<file path="src/rtl/core/flock_cohesion_steering_unit_assert.svh">
// Assertion macros for the flock cohesion steering unit.
// Uses clk_i and rst_ni of the including module; no other dependencies.
`ifndef FLOCK_COHESION_STEERING_UNIT_ASSERT_SVH
`define FLOCK_COHESION_STEERING_UNIT_ASSERT_SVH

// Same-cycle implication, checked out of reset
`define FCS_ASSERT(lbl, ante, cons, msg) \
  lbl: assert property (@(posedge clk_i) disable iff (!rst_ni) (ante) |-> (cons)) \
    else $error(msg);

// Next-cycle implication, checked out of reset
`define FCS_ASSERT_NEXT(lbl, ante, cons, msg) \
  lbl: assert property (@(posedge clk_i) disable iff (!rst_ni) (ante) |=> (cons)) \
    else $error(msg);

`endif

</file>
<file path="src/rtl/core/fcs_pkg.sv">
// Shared types and constants of the flock cohesion steering unit.
// No dependencies; used by flock_cohesion_steering_unit and its testbench.
package fcs_pkg;

  // Field widths
  localparam int unsigned PosW    = 16;
  localparam int unsigned RadiusW = 15;
  localparam int unsigned MaxAccW = 12;
  localparam int unsigned AccW    = 13;

  // Register indexes and reset values
  localparam int unsigned CfgIdxW = 2;
  localparam logic [CfgIdxW-1:0] REG_RADIUS  = 2'd0;
  localparam logic [CfgIdxW-1:0] REG_MAX_ACC = 2'd1;
  localparam logic [RadiusW-1:0] RADIUS_RST  = 15'd2400;
  localparam logic [MaxAccW-1:0] MAX_ACC_RST = 12'd160;

  // Quotient of the scaled square ratio is at most 4*max_acc^2 < 2^26
  localparam int unsigned QuoW      = 2 * MaxAccW + 2;
  localparam int unsigned RootW     = QuoW / 2;
  localparam int unsigned SqrtSteps = QuoW / 2;
  localparam int unsigned SqRemW    = RootW + 2;

  typedef enum logic [3:0] {
    S_IDLE,
    S_SQX,
    S_SQY,
    S_SQR,
    S_FIN,
    S_NOX,
    S_NOY,
    S_CHK,
    S_LX,
    S_LY,
    S_PX,
    S_PSQ,
    S_DIV,
    S_SQRT,
    S_OUT
  } fcs_state_e;

endpackage

</file>
<file path="src/rtl/core/fcs_mul.sv">
// Shift-add unsigned multiplier, one multiplier bit per cycle.
// Depends on nothing; instantiated by flock_cohesion_steering_unit.
module fcs_mul #(
  parameter int unsigned AW = 36
) (
  input  logic            clk_i,
  input  logic            rst_ni,
  input  logic            start_i,
  input  logic [AW-1:0]   a_i,
  input  logic [AW-1:0]   b_i,
  output logic            busy_o,
  output logic            done_o,
  output logic [2*AW-1:0] prod_o
);

  logic            busy_q, busy_d;
  logic [2*AW-1:0] a_q, a_d;
  logic [AW-1:0]   b_q, b_d;
  logic [2*AW-1:0] p_q, p_d;

  // Load operands, then add the shifted multiplicand per set bit until b runs out
  always_comb begin
    busy_d = busy_q;
    a_d    = a_q;
    b_d    = b_q;
    p_d    = p_q;
    done_o = 1'b0;
    if (start_i && !busy_q) begin
      busy_d = 1'b1;
      a_d    = {{AW{1'b0}}, a_i};
      b_d    = b_i;
      p_d    = '0;
    end else if (busy_q) begin
      if (b_q == '0) begin
        busy_d = 1'b0;
        done_o = 1'b1;
      end else begin
        if (b_q[0]) begin
          p_d = p_q + a_q;
        end
        a_d = a_q << 1;
        b_d = b_q >> 1;
      end
    end
  end

  always_ff @(posedge clk_i or negedge rst_ni) begin
    if (!rst_ni) begin
      busy_q <= 1'b0;
    end else begin
      busy_q <= busy_d;
    end
  end

  always_ff @(posedge clk_i) begin
    a_q <= a_d;
    b_q <= b_d;
    p_q <= p_d;
  end

  assign busy_o = busy_q;
  assign prod_o = p_q;

endmodule

</file>
<file path="src/rtl/core/flock_cohesion_steering_unit.sv">
// Channel  | Handshake                | Payload
// cfg      | cfg_we_i                 | cfg_idx_i, cfg_wdata_i
// in       | in_valid_i / in_ready_o  | owner_x/y, other_x/y, present, is_owner, last
// out      | out_valid_o / out_ready_i| found_o, acc_x_o, acc_y_o
//
// One item at a time: an item that is neither a candidate nor last leaves the unit
// idle; a candidate adds three fcs_mul squarings (dx, dy, radius). A last item with
// near neighbours adds two count products; if the direction is nonzero it adds two
// direction squarings, then per component a product, a squaring, a 2*(29+CW)+2 step
// restoring division (74 steps at 64 neighbours) and a 13-step root.
// Reset is asynchronous, active low, and loads the register defaults; a full output
// register stalls only the final result write, and inputs wait meanwhile.
`include "flock_cohesion_steering_unit_assert.svh"

module flock_cohesion_steering_unit #(
  parameter int unsigned MAX_NEIGHBOURS = 64
) (
  input  logic                                clk_i,
  input  logic                                rst_ni,
  input  logic                                cfg_we_i,
  input  logic [fcs_pkg::CfgIdxW-1:0]         cfg_idx_i,
  input  logic [fcs_pkg::RadiusW-1:0]         cfg_wdata_i,
  input  logic                                in_valid_i,
  output logic                                in_ready_o,
  input  logic signed [fcs_pkg::PosW-1:0]     owner_x_i,
  input  logic signed [fcs_pkg::PosW-1:0]     owner_y_i,
  input  logic signed [fcs_pkg::PosW-1:0]     other_x_i,
  input  logic signed [fcs_pkg::PosW-1:0]     other_y_i,
  input  logic                                present_i,
  input  logic                                is_owner_i,
  input  logic                                last_i,
  output logic                                out_valid_o,
  input  logic                                out_ready_i,
  output logic                                found_o,
  output logic signed [fcs_pkg::AccW-1:0]     acc_x_o,
  output logic signed [fcs_pkg::AccW-1:0]     acc_y_o
);

  localparam int unsigned PW  = fcs_pkg::PosW;
  localparam int unsigned CW  = $clog2(MAX_NEIGHBOURS + 1);
  localparam int unsigned SW  = PW + CW;
  localparam int unsigned DW  = SW + 1;
  localparam int unsigned WA  = DW + fcs_pkg::MaxAccW;
  localparam int unsigned LW  = 2 * DW;
  localparam int unsigned NW  = 2 * WA + 2;
  localparam int unsigned STW = $clog2(NW);
  localparam int unsigned QW  = fcs_pkg::QuoW;
  localparam int unsigned RW  = fcs_pkg::RootW;
  localparam int unsigned SRW = fcs_pkg::SqRemW;
  localparam int unsigned AW  = fcs_pkg::AccW;

  fcs_pkg::fcs_state_e state_q, state_d;

  logic [fcs_pkg::RadiusW-1:0] radius_q;
  logic [fcs_pkg::MaxAccW-1:0] max_acc_q;
  logic [CW-1:0]               cnt_q;
  logic signed [SW-1:0]        sum_x_q, sum_y_q;
  logic                        comp_q;
  logic [STW-1:0]              step_q;

  // item registers
  logic signed [PW-1:0] own_x_q, own_y_q, oth_x_q, oth_y_q;
  logic [PW:0]          mdx_q, mdy_q;
  logic                 last_q;

  // closing datapath
  logic [2*WA-1:0]      d2_q;
  logic signed [DW-1:0] dx_q, dy_q;
  logic [LW-1:0]        len_q;
  logic [WA-1:0]        p_q;
  logic [NW-1:0]        dvd_q;
  logic [LW-1:0]        rem_q;
  logic [QW-1:0]        quo_q;
  logic [SRW-1:0]       sr_q;
  logic [RW-1:0]        root_q;
  logic                 res_found_q;
  logic signed [AW-1:0] res_x_q, res_y_q;

  // output register
  logic                 out_valid_q;
  logic                 found_q;
  logic signed [AW-1:0] acc_x_q, acc_y_q;

  // multiplier
  logic              mul_start, mul_busy, mul_done;
  logic [WA-1:0]     mul_a, mul_b;
  logic [2*WA-1:0]   mul_prod;

  logic              in_xfer, out_load, mul_state, near;
  logic signed [PW:0] it_dx, it_dy;
  logic [DW-1:0]     mag_dx, mag_dy, mag_c;
  logic [PW-1:0]     mag_ox, mag_oy;
  logic [DW-1:0]     no_mag;
  logic signed [DW-1:0] sum_ext, d_next;
  logic              own_neg;
  logic [LW:0]       div_trial;
  logic              div_ge;
  logic [SRW-1:0]    sq_trial, sq_sub;
  logic              sq_ge;
  logic [RW-1:0]     root_nx;
  logic [RW:0]       root_inc;
  logic [AW-1:0]     k_mag;
  logic signed [AW-1:0] k_signed;

  // Item differences and magnitudes
  always_comb begin
    it_dx  = {other_x_i[PW-1], other_x_i} - {owner_x_i[PW-1], owner_x_i};
    it_dy  = {other_y_i[PW-1], other_y_i} - {owner_y_i[PW-1], owner_y_i};
    mag_dx = dx_q[DW-1] ? $unsigned(-dx_q) : $unsigned(dx_q);
    mag_dy = dy_q[DW-1] ? $unsigned(-dy_q) : $unsigned(dy_q);
    mag_c  = comp_q ? mag_dy : mag_dx;
    mag_ox = own_x_q[PW-1] ? $unsigned(-own_x_q) : $unsigned(own_x_q);
    mag_oy = own_y_q[PW-1] ? $unsigned(-own_y_q) : $unsigned(own_y_q);
  end

  // Direction component: sum minus count times owner position
  always_comb begin
    no_mag  = mul_prod[DW-1:0];
    if (state_q == fcs_pkg::S_NOY) begin
      sum_ext = {sum_y_q[SW-1], sum_y_q};
      own_neg = own_y_q[PW-1];
    end else begin
      sum_ext = {sum_x_q[SW-1], sum_x_q};
      own_neg = own_x_q[PW-1];
    end
    d_next = own_neg ? sum_ext + $signed(no_mag) : sum_ext - $signed(no_mag);
  end

  // Restoring division step and root step
  always_comb begin
    div_trial = {rem_q, dvd_q[NW-1]};
    div_ge    = div_trial >= {1'b0, len_q};
    sq_trial  = {sr_q[SRW-3:0], quo_q[QW-1:QW-2]};
    sq_sub    = {root_q, 2'b01};
    sq_ge     = sq_trial >= sq_sub;
    root_nx   = {root_q[RW-2:0], sq_ge};
    root_inc  = {1'b0, root_nx} + {{RW{1'b0}}, 1'b1};
    k_mag     = root_inc[RW:1];
    k_signed  = (comp_q ? dy_q[DW-1] : dx_q[DW-1]) ? -$signed(k_mag) : $signed(k_mag);
  end

  assign near = (d2_q < mul_prod) && (cnt_q < CW'(MAX_NEIGHBOURS));

  // Next state
  always_comb begin
    state_d = state_q;
    case (state_q)
      fcs_pkg::S_IDLE: begin
        if (in_xfer) begin
          if (present_i && !is_owner_i) state_d = fcs_pkg::S_SQX;
          else if (last_i)              state_d = fcs_pkg::S_FIN;
        end
      end
      fcs_pkg::S_SQX: if (mul_done) state_d = fcs_pkg::S_SQY;
      fcs_pkg::S_SQY: if (mul_done) state_d = fcs_pkg::S_SQR;
      fcs_pkg::S_SQR: begin
        if (mul_done) state_d = last_q ? fcs_pkg::S_FIN : fcs_pkg::S_IDLE;
      end
      fcs_pkg::S_FIN: state_d = (cnt_q == '0) ? fcs_pkg::S_OUT : fcs_pkg::S_NOX;
      fcs_pkg::S_NOX: if (mul_done) state_d = fcs_pkg::S_NOY;
      fcs_pkg::S_NOY: if (mul_done) state_d = fcs_pkg::S_CHK;
      fcs_pkg::S_CHK: begin
        state_d = (dx_q == '0 && dy_q == '0) ? fcs_pkg::S_OUT : fcs_pkg::S_LX;
      end
      fcs_pkg::S_LX:  if (mul_done) state_d = fcs_pkg::S_LY;
      fcs_pkg::S_LY:  if (mul_done) state_d = fcs_pkg::S_PX;
      fcs_pkg::S_PX:  if (mul_done) state_d = fcs_pkg::S_PSQ;
      fcs_pkg::S_PSQ: if (mul_done) state_d = fcs_pkg::S_DIV;
      fcs_pkg::S_DIV: if (step_q == STW'(NW - 1)) state_d = fcs_pkg::S_SQRT;
      fcs_pkg::S_SQRT: begin
        if (step_q == STW'(fcs_pkg::SqrtSteps - 1)) begin
          state_d = comp_q ? fcs_pkg::S_OUT : fcs_pkg::S_PX;
        end
      end
      fcs_pkg::S_OUT: if (out_load) state_d = fcs_pkg::S_IDLE;
      default:        state_d = fcs_pkg::S_IDLE;
    endcase
  end

  // Handshake and multiplier operand selection
  always_comb begin
    in_ready_o = (state_q == fcs_pkg::S_IDLE);
    in_xfer    = in_valid_i && in_ready_o;
    out_load   = (state_q == fcs_pkg::S_OUT) && (!out_valid_q || out_ready_i);
    mul_state  = 1'b1;
    mul_a      = '0;
    mul_b      = '0;
    case (state_q)
      fcs_pkg::S_SQX: begin mul_a = WA'(mdx_q);    mul_b = WA'(mdx_q);     end
      fcs_pkg::S_SQY: begin mul_a = WA'(mdy_q);    mul_b = WA'(mdy_q);     end
      fcs_pkg::S_SQR: begin mul_a = WA'(radius_q); mul_b = WA'(radius_q);  end
      fcs_pkg::S_NOX: begin mul_a = WA'(mag_ox);   mul_b = WA'(cnt_q);     end
      fcs_pkg::S_NOY: begin mul_a = WA'(mag_oy);   mul_b = WA'(cnt_q);     end
      fcs_pkg::S_LX:  begin mul_a = WA'(mag_dx);   mul_b = WA'(mag_dx);    end
      fcs_pkg::S_LY:  begin mul_a = WA'(mag_dy);   mul_b = WA'(mag_dy);    end
      fcs_pkg::S_PX:  begin mul_a = WA'(mag_c);    mul_b = WA'(max_acc_q); end
      fcs_pkg::S_PSQ: begin mul_a = p_q;           mul_b = p_q;            end
      default:        mul_state = 1'b0;
    endcase
    mul_start = mul_state && !mul_busy;
  end

  fcs_mul #(
    .AW(WA)
  ) u_mul (
    .clk_i  (clk_i),
    .rst_ni (rst_ni),
    .start_i(mul_start),
    .a_i    (mul_a),
    .b_i    (mul_b),
    .busy_o (mul_busy),
    .done_o (mul_done),
    .prod_o (mul_prod)
  );

  // Control state: registers, accumulators, counters, output valid
  always_ff @(posedge clk_i or negedge rst_ni) begin
    if (!rst_ni) begin
      state_q     <= fcs_pkg::S_IDLE;
      radius_q    <= fcs_pkg::RADIUS_RST;
      max_acc_q   <= fcs_pkg::MAX_ACC_RST;
      cnt_q       <= '0;
      sum_x_q     <= '0;
      sum_y_q     <= '0;
      comp_q      <= 1'b0;
      step_q      <= '0;
      out_valid_q <= 1'b0;
    end else begin
      state_q <= state_d;
      if (cfg_we_i) begin
        if (cfg_idx_i == fcs_pkg::REG_RADIUS)  radius_q  <= cfg_wdata_i;
        if (cfg_idx_i == fcs_pkg::REG_MAX_ACC) max_acc_q <= cfg_wdata_i[fcs_pkg::MaxAccW-1:0];
      end
      // accumulate a near neighbour
      if (state_q == fcs_pkg::S_SQR && mul_done && near) begin
        sum_x_q <= sum_x_q + SW'(oth_x_q);
        sum_y_q <= sum_y_q + SW'(oth_y_q);
        cnt_q   <= cnt_q + CW'(1);
      end
      if (state_q == fcs_pkg::S_FIN) comp_q <= 1'b0;
      if (state_q == fcs_pkg::S_SQRT && step_q == STW'(fcs_pkg::SqrtSteps - 1)) begin
        comp_q <= 1'b1;
      end
      // step counter for division and root
      if (state_q == fcs_pkg::S_PSQ ||
          (state_q == fcs_pkg::S_DIV && step_q == STW'(NW - 1))) begin
        step_q <= '0;
      end else if (state_q == fcs_pkg::S_DIV || state_q == fcs_pkg::S_SQRT) begin
        step_q <= step_q + STW'(1);
      end
      // drop the run and hand the result over
      if (out_load) begin
        sum_x_q <= '0;
        sum_y_q <= '0;
        cnt_q   <= '0;
      end
      if (out_load)         out_valid_q <= 1'b1;
      else if (out_ready_i) out_valid_q <= 1'b0;
    end
  end

  // Datapath registers
  always_ff @(posedge clk_i) begin
    if (in_xfer) begin
      own_x_q <= owner_x_i;
      own_y_q <= owner_y_i;
      oth_x_q <= other_x_i;
      oth_y_q <= other_y_i;
      mdx_q   <= it_dx[PW] ? $unsigned(-it_dx) : $unsigned(it_dx);
      mdy_q   <= it_dy[PW] ? $unsigned(-it_dy) : $unsigned(it_dy);
      last_q  <= last_i;
    end
    case (state_q)
      fcs_pkg::S_SQX: if (mul_done) d2_q <= mul_prod;
      fcs_pkg::S_SQY: if (mul_done) d2_q <= d2_q + mul_prod;
      fcs_pkg::S_FIN: begin
        res_found_q <= 1'b0;
        res_x_q     <= '0;
        res_y_q     <= '0;
      end
      fcs_pkg::S_NOX: if (mul_done) dx_q <= d_next;
      fcs_pkg::S_NOY: if (mul_done) dy_q <= d_next;
      fcs_pkg::S_CHK: res_found_q <= 1'b1;
      fcs_pkg::S_LX:  if (mul_done) len_q <= mul_prod[LW-1:0];
      fcs_pkg::S_LY:  if (mul_done) len_q <= len_q + mul_prod[LW-1:0];
      fcs_pkg::S_PX:  if (mul_done) p_q <= mul_prod[WA-1:0];
      fcs_pkg::S_PSQ: begin
        if (mul_done) begin
          dvd_q <= {mul_prod, 2'b00};
          rem_q <= '0;
        end
      end
      fcs_pkg::S_DIV: begin
        dvd_q <= dvd_q << 1;
        rem_q <= div_ge ? LW'(div_trial - {1'b0, len_q}) : div_trial[LW-1:0];
        quo_q <= {quo_q[QW-2:0], div_ge};
        sr_q   <= '0;
        root_q <= '0;
      end
      fcs_pkg::S_SQRT: begin
        sr_q   <= sq_ge ? sq_trial - sq_sub : sq_trial;
        root_q <= root_nx;
        quo_q  <= quo_q << 2;
        if (step_q == STW'(fcs_pkg::SqrtSteps - 1)) begin
          if (comp_q) res_y_q <= k_signed;
          else        res_x_q <= k_signed;
        end
      end
      default: ;
    endcase
    if (out_load) begin
      found_q <= res_found_q;
      acc_x_q <= res_x_q;
      acc_y_q <= res_y_q;
    end
  end

  assign out_valid_o = out_valid_q;
  assign found_o     = found_q;
  assign acc_x_o     = acc_x_q;
  assign acc_y_o     = acc_y_q;

  // Checks
  `FCS_ASSERT(a_cnt_bound, 1'b1, cnt_q <= CW'(MAX_NEIGHBOURS), "near count above limit")
  `FCS_ASSERT(a_idle_mul, in_ready_o, !mul_busy, "multiplier busy while idle")
  `FCS_ASSERT(a_nf_zero, out_valid_o && !found_o, acc_x_o == '0 && acc_y_o == '0, "acc without neighbours")
  `FCS_ASSERT_NEXT(a_run_clear, out_load, cnt_q == '0 && sum_x_q == '0 && sum_y_q == '0, "run not cleared")

endmodule

</file>
<file path="config.mk">
export PLATFORM = sky130hd
export DESIGN_NAME = flock_cohesion_steering_unit
export DESIGN_NICKNAME = d
export VERILOG_FILES = /design/src/rtl/core/fcs_pkg.sv /design/src/rtl/core/fcs_mul.sv /design/src/rtl/core/flock_cohesion_steering_unit.sv
export VERILOG_INCLUDE_DIRS = /design/src /design/src/rtl/core
export SDC_FILE = /design/constraint.sdc
export NUM_CORES = 2
export LEC_CHECK = 0
export BUFFER_PORTS_ARGS = -buffer_cell sky130_fd_sc_hd__buf_2
export CORE_ASPECT_RATIO = 2
export CORE_MARGIN = 2
export CORE_UTILIZATION = 45
export CTS_CLUSTER_DIAMETER = 120
export DETAILED_ROUTE_END_ITERATION = 8
export PLACE_DENSITY = 0.7
export SLEW_MARGIN = 20
export SYNTH_ARGS = -nofsm -noshare
export SYNTH_HDL_FRONTEND = slang
export SYNTH_SLANG_ARGS = --single-unit
</file>
<file path="constraint.sdc">
create_clock -name clk_i -period 15.43 [get_ports clk_i]
set_input_delay 1.543 -clock clk_i [delete_from_list [all_inputs] [get_ports clk_i]]
set_output_delay 1.543 -clock clk_i [all_outputs]
set_load 0.01 [all_outputs]
</file>
==> results.ini <==
[synthesis]
synth_top_cell_area_share_pct=32.8
syn_area_per_cell_um2=9.06
synthCells=6068
ys_seq_elements=803
yosys_warnings=0
synth-edff-count=601
yosys.area.top_type=edfxtp_1
synth_flop_cell=edfxtp_1
synth_commonest_cells=nand2_1, edfxtp_1, a21oi_1
syn_area_mm2=0.0550
yosys.cell_count.top_type=nand2_1
synthTopCellsByArea=edfxtp_1, ha_1, nand2_1, xnor2_1, a21oi_1
ys_seq_area_share_pct=41.1
async_flop_share_pct=11.7
synth_cell_types=100
syn_nets=6603

[cts]
cts_max_level=3
clock_sinks=803
cts_made_buffers=77
clk_pin_slew_ps=70
clockBufferDepth=3
clk_root_buffer_cell=clkbuf_16
ctsHoldBuffers=0
cts_setup_buffers=0
clk_latency_ps=730
cts_tree=built
ctsResizeCount=0

[sta]
final_hold_viol_count=0
finalCritPeriodShare_pct=40.8
tightestPinTransition_ps=1140
setup_viol=0
clock_skew_ps=44.2
rsz0062_at_grt=false
fmax_mhz=159
report.final.slew_viol_count=0
max_slew_margin_pct=22.0
period_needed_ps=6300
fin_tns_setup_ps=0

[setup_path]
rrSetupSlack_ps=9130
cpMaxStageDelayCell=a21oi_1
r2r_end=dx_q[23]
critPathKind=reg2reg
end_kind=flop
startpoint_type=flop
worst_path_largest_cell_delay_ps=840
r2r_start=state_q[3]
cp.arrival_ps=6760
critical_path_peak_fanout=27
path_buf_inv=2
critPathTopFamily=compound AO/OA/AOI/OAI gates
worstPathCellList=inv_1 -> nand2_1 -> nor2_2 -> buf_4 -> nor2_1 -> a21oi_1 -> o21ai_0 -> ha_1 -> a21o_1 -> a21o_1 -> a2111oi_0 -> o221ai_1 -> o21a_1 -> o21ai_1 -> a31oi_1 -> o21ai_0 -> nand2b_1 -> a21oi_1 -> a21oi_1 -> xnor2_1
critPathMostFrequentCell=a21oi_1
crit_required_ps=15890
reg2reg_depth=20
cp.depth=20

[floorplanning]
io_pins=118
initial_core_util_pct=45.3
die-width_um=251
fp.coreArea_mm2=0.121
std_cell_rows=181
fp.dieH_um=498
die_area_mm2=0.125

[routing]
remaining_drc_errors=0
maxUsedRoutingLayer=met5
ant_nets=0
wl_met3_um=6750
dr.pass1.iters=6
num_vias=45600
drt_iter0_markers=2815
wire_per_inst_um=22.4
wl_met2_um=89700
drt-total-wl_um=172000
wl_met1_um=56500
viasPerCell=5.93

[power_and_ir_drop]
p_switching_uw=5620
p_comb_share_pct=53.3
intPower_uw=6690
max-vdd-ir-drop_v=0.000160
sequentialPowerShare_pct=30.3
netSwitchingFraction_pct=45.7
power_frac_clock_pct=16.4
powerDensity_mw_per_mm2=206
leakagePower_uw=0.0244

[final_layout]
area_delta_synth_final_pct=8.65
drive_gt1_share_pct=7.55
final_area_mm2=0.0597
fillerInstances=11400
fin_nets=6591

[global_routing]
grt_antenna_before_repair=3
grt_overflow=0
track_usage_pct=27.3
grt_pass1_vias=46300
grt_first_pass_wirelength_um=263000
grt_max_degree=101

[worst_hold_path]
hold_path.class=reg2reg
worstHoldPathCells=0
worst_hold_path.endpoint=acc_x_o[4]
hp-start=res_x_q[4]

[flow_run]
maxCapViolations=0

[placement]
gp_congestion=0.954
placed_area_mm2=0.0571
portBuffers=117
detailed_place_hpwl_um=132000

[outcome]
status=finished, final reports clean

area by class of cell:
cell class | count | area, um2 | share of cell area (%)
antenna | 4 | 10.0 | 0.0168
multi-input combinational | 4646 | 30200 | 50.6
tap | 1555 | 1950 | 3.26
timing repair buffer | 187 | 1110 | 1.86
inverter | 341 | 1280 | 2.14
clock inverter | 46 | 490 | 0.821
sequential | 803 | 22600 | 37.8
clock buffer | 98 | 2120 | 3.55
kinds of logic (layout without fill, tap and decap cells):
| family | Yosys count | in the layout | share of synthesized area (%) |
|---|---|---|---|
| DFF | 803 | 803 | 41.1 |
| xor gates and xnor gates | 452 | 452 | 7.23 |
| other | 0 | 4 | 0 |
| muxes | 66 | 66 | 1.27 |
| and+or+nand+nor | 1946 | 1946 | 16.0 |
| AOI/OAI and AO/OA | 1736 | 1736 | 19.8 |
| buffers and inverters | 619 | 672 | 4.33 |
| adders and majority gates | 446 | 446 | 10.3 |
cell usage in the layout, fill, tap and decap left out, types with 78 or more instances in the layout:
cell type / instances
a21oi_1: 487
nand2_1: 826
buf_2: 116
xor2_1: 147
clkbuf_16: 78
dfrtp_1: 88
nor2_1: 424
inv_1: 335
nand3_1: 183
a21o_1: 162
ha_1: 437
o21ai_0: 481
xnor2_1: 304
dfxtp_1: 108
nor3_1: 87
edfxtp_1: 601
through the flow:
stage	power, uW	std cells	hold slack, ps	worst slack [ps]	util, %
final	12300	7680	416	9130	49.2
after global routing	13200	7677	424	8560	49.2
after CTS	12300	7676	415	9270	49.2
after detailed placement	10200	7532	405	9350	47.0
after global placement	10100	7532	403	9230	47.0
after floorplan	8380	6068	400	5000	-
worst max-delay path by stage:
stage / startpoint / endpoint / slack (ps)
finish: state_q[3] / dx_q[23] / 9130
global route: state_q[3] / dy_q[23] / 8560
CTS: state_q[3] / dy_q[23] / 9270
detailed placement: state_q[3] / dx_q[23] / 9350
global placement: state_q[3] / dx_q[23] / 9230
floorplan: u_mul.b_q[33] / dvd_q[10] / 5000
worst register-to-register path: cells and delay by family, from the launching register on:
kind,cells,cell delay (ps)
flip-flops,1,660
AND/OR/NAND/NOR,4,560
buffers and inverters,2,600
XOR/XNOR,1,150
adder cells (fa/ha/maj),1,360
AO/OA/AOI/OAI,12,3690
flip-flops by register name (all words and copies together) (netlist names), 17 cells and up:
name and cells:
mdy_q 17, dx_q 24, sum_x_q 23, u_mul.b_q 36
quo_q 26, len_q 48, dy_q 24, mdx_q 17
p_q 36, u_mul.a_q 72, dvd_q 72, rem_q 48
u_mul.prod_o 72, d2_q 72, sum_y_q 23
power by group through the flow:
stage	clock network (uW)	logic (uW)	registers, uW
global route	2110	7270	3790
floorplan	0	4780	3590
CTS	2040	6520	3730
global placement	0	6370	3750
detailed placement	0	6470	3770
finish	2010	6570	3730
per-layer routing:
layer | vias up | track usage, %
li1 | 21900 | -
met1 | 21800 | 25.6
met2 | 1335 | 50.9
met3 | 609 | 3.22
met4 | 2 | 25.2
met5 | - | 0
No activity file was read; power rests on OpenSTA's default activity.
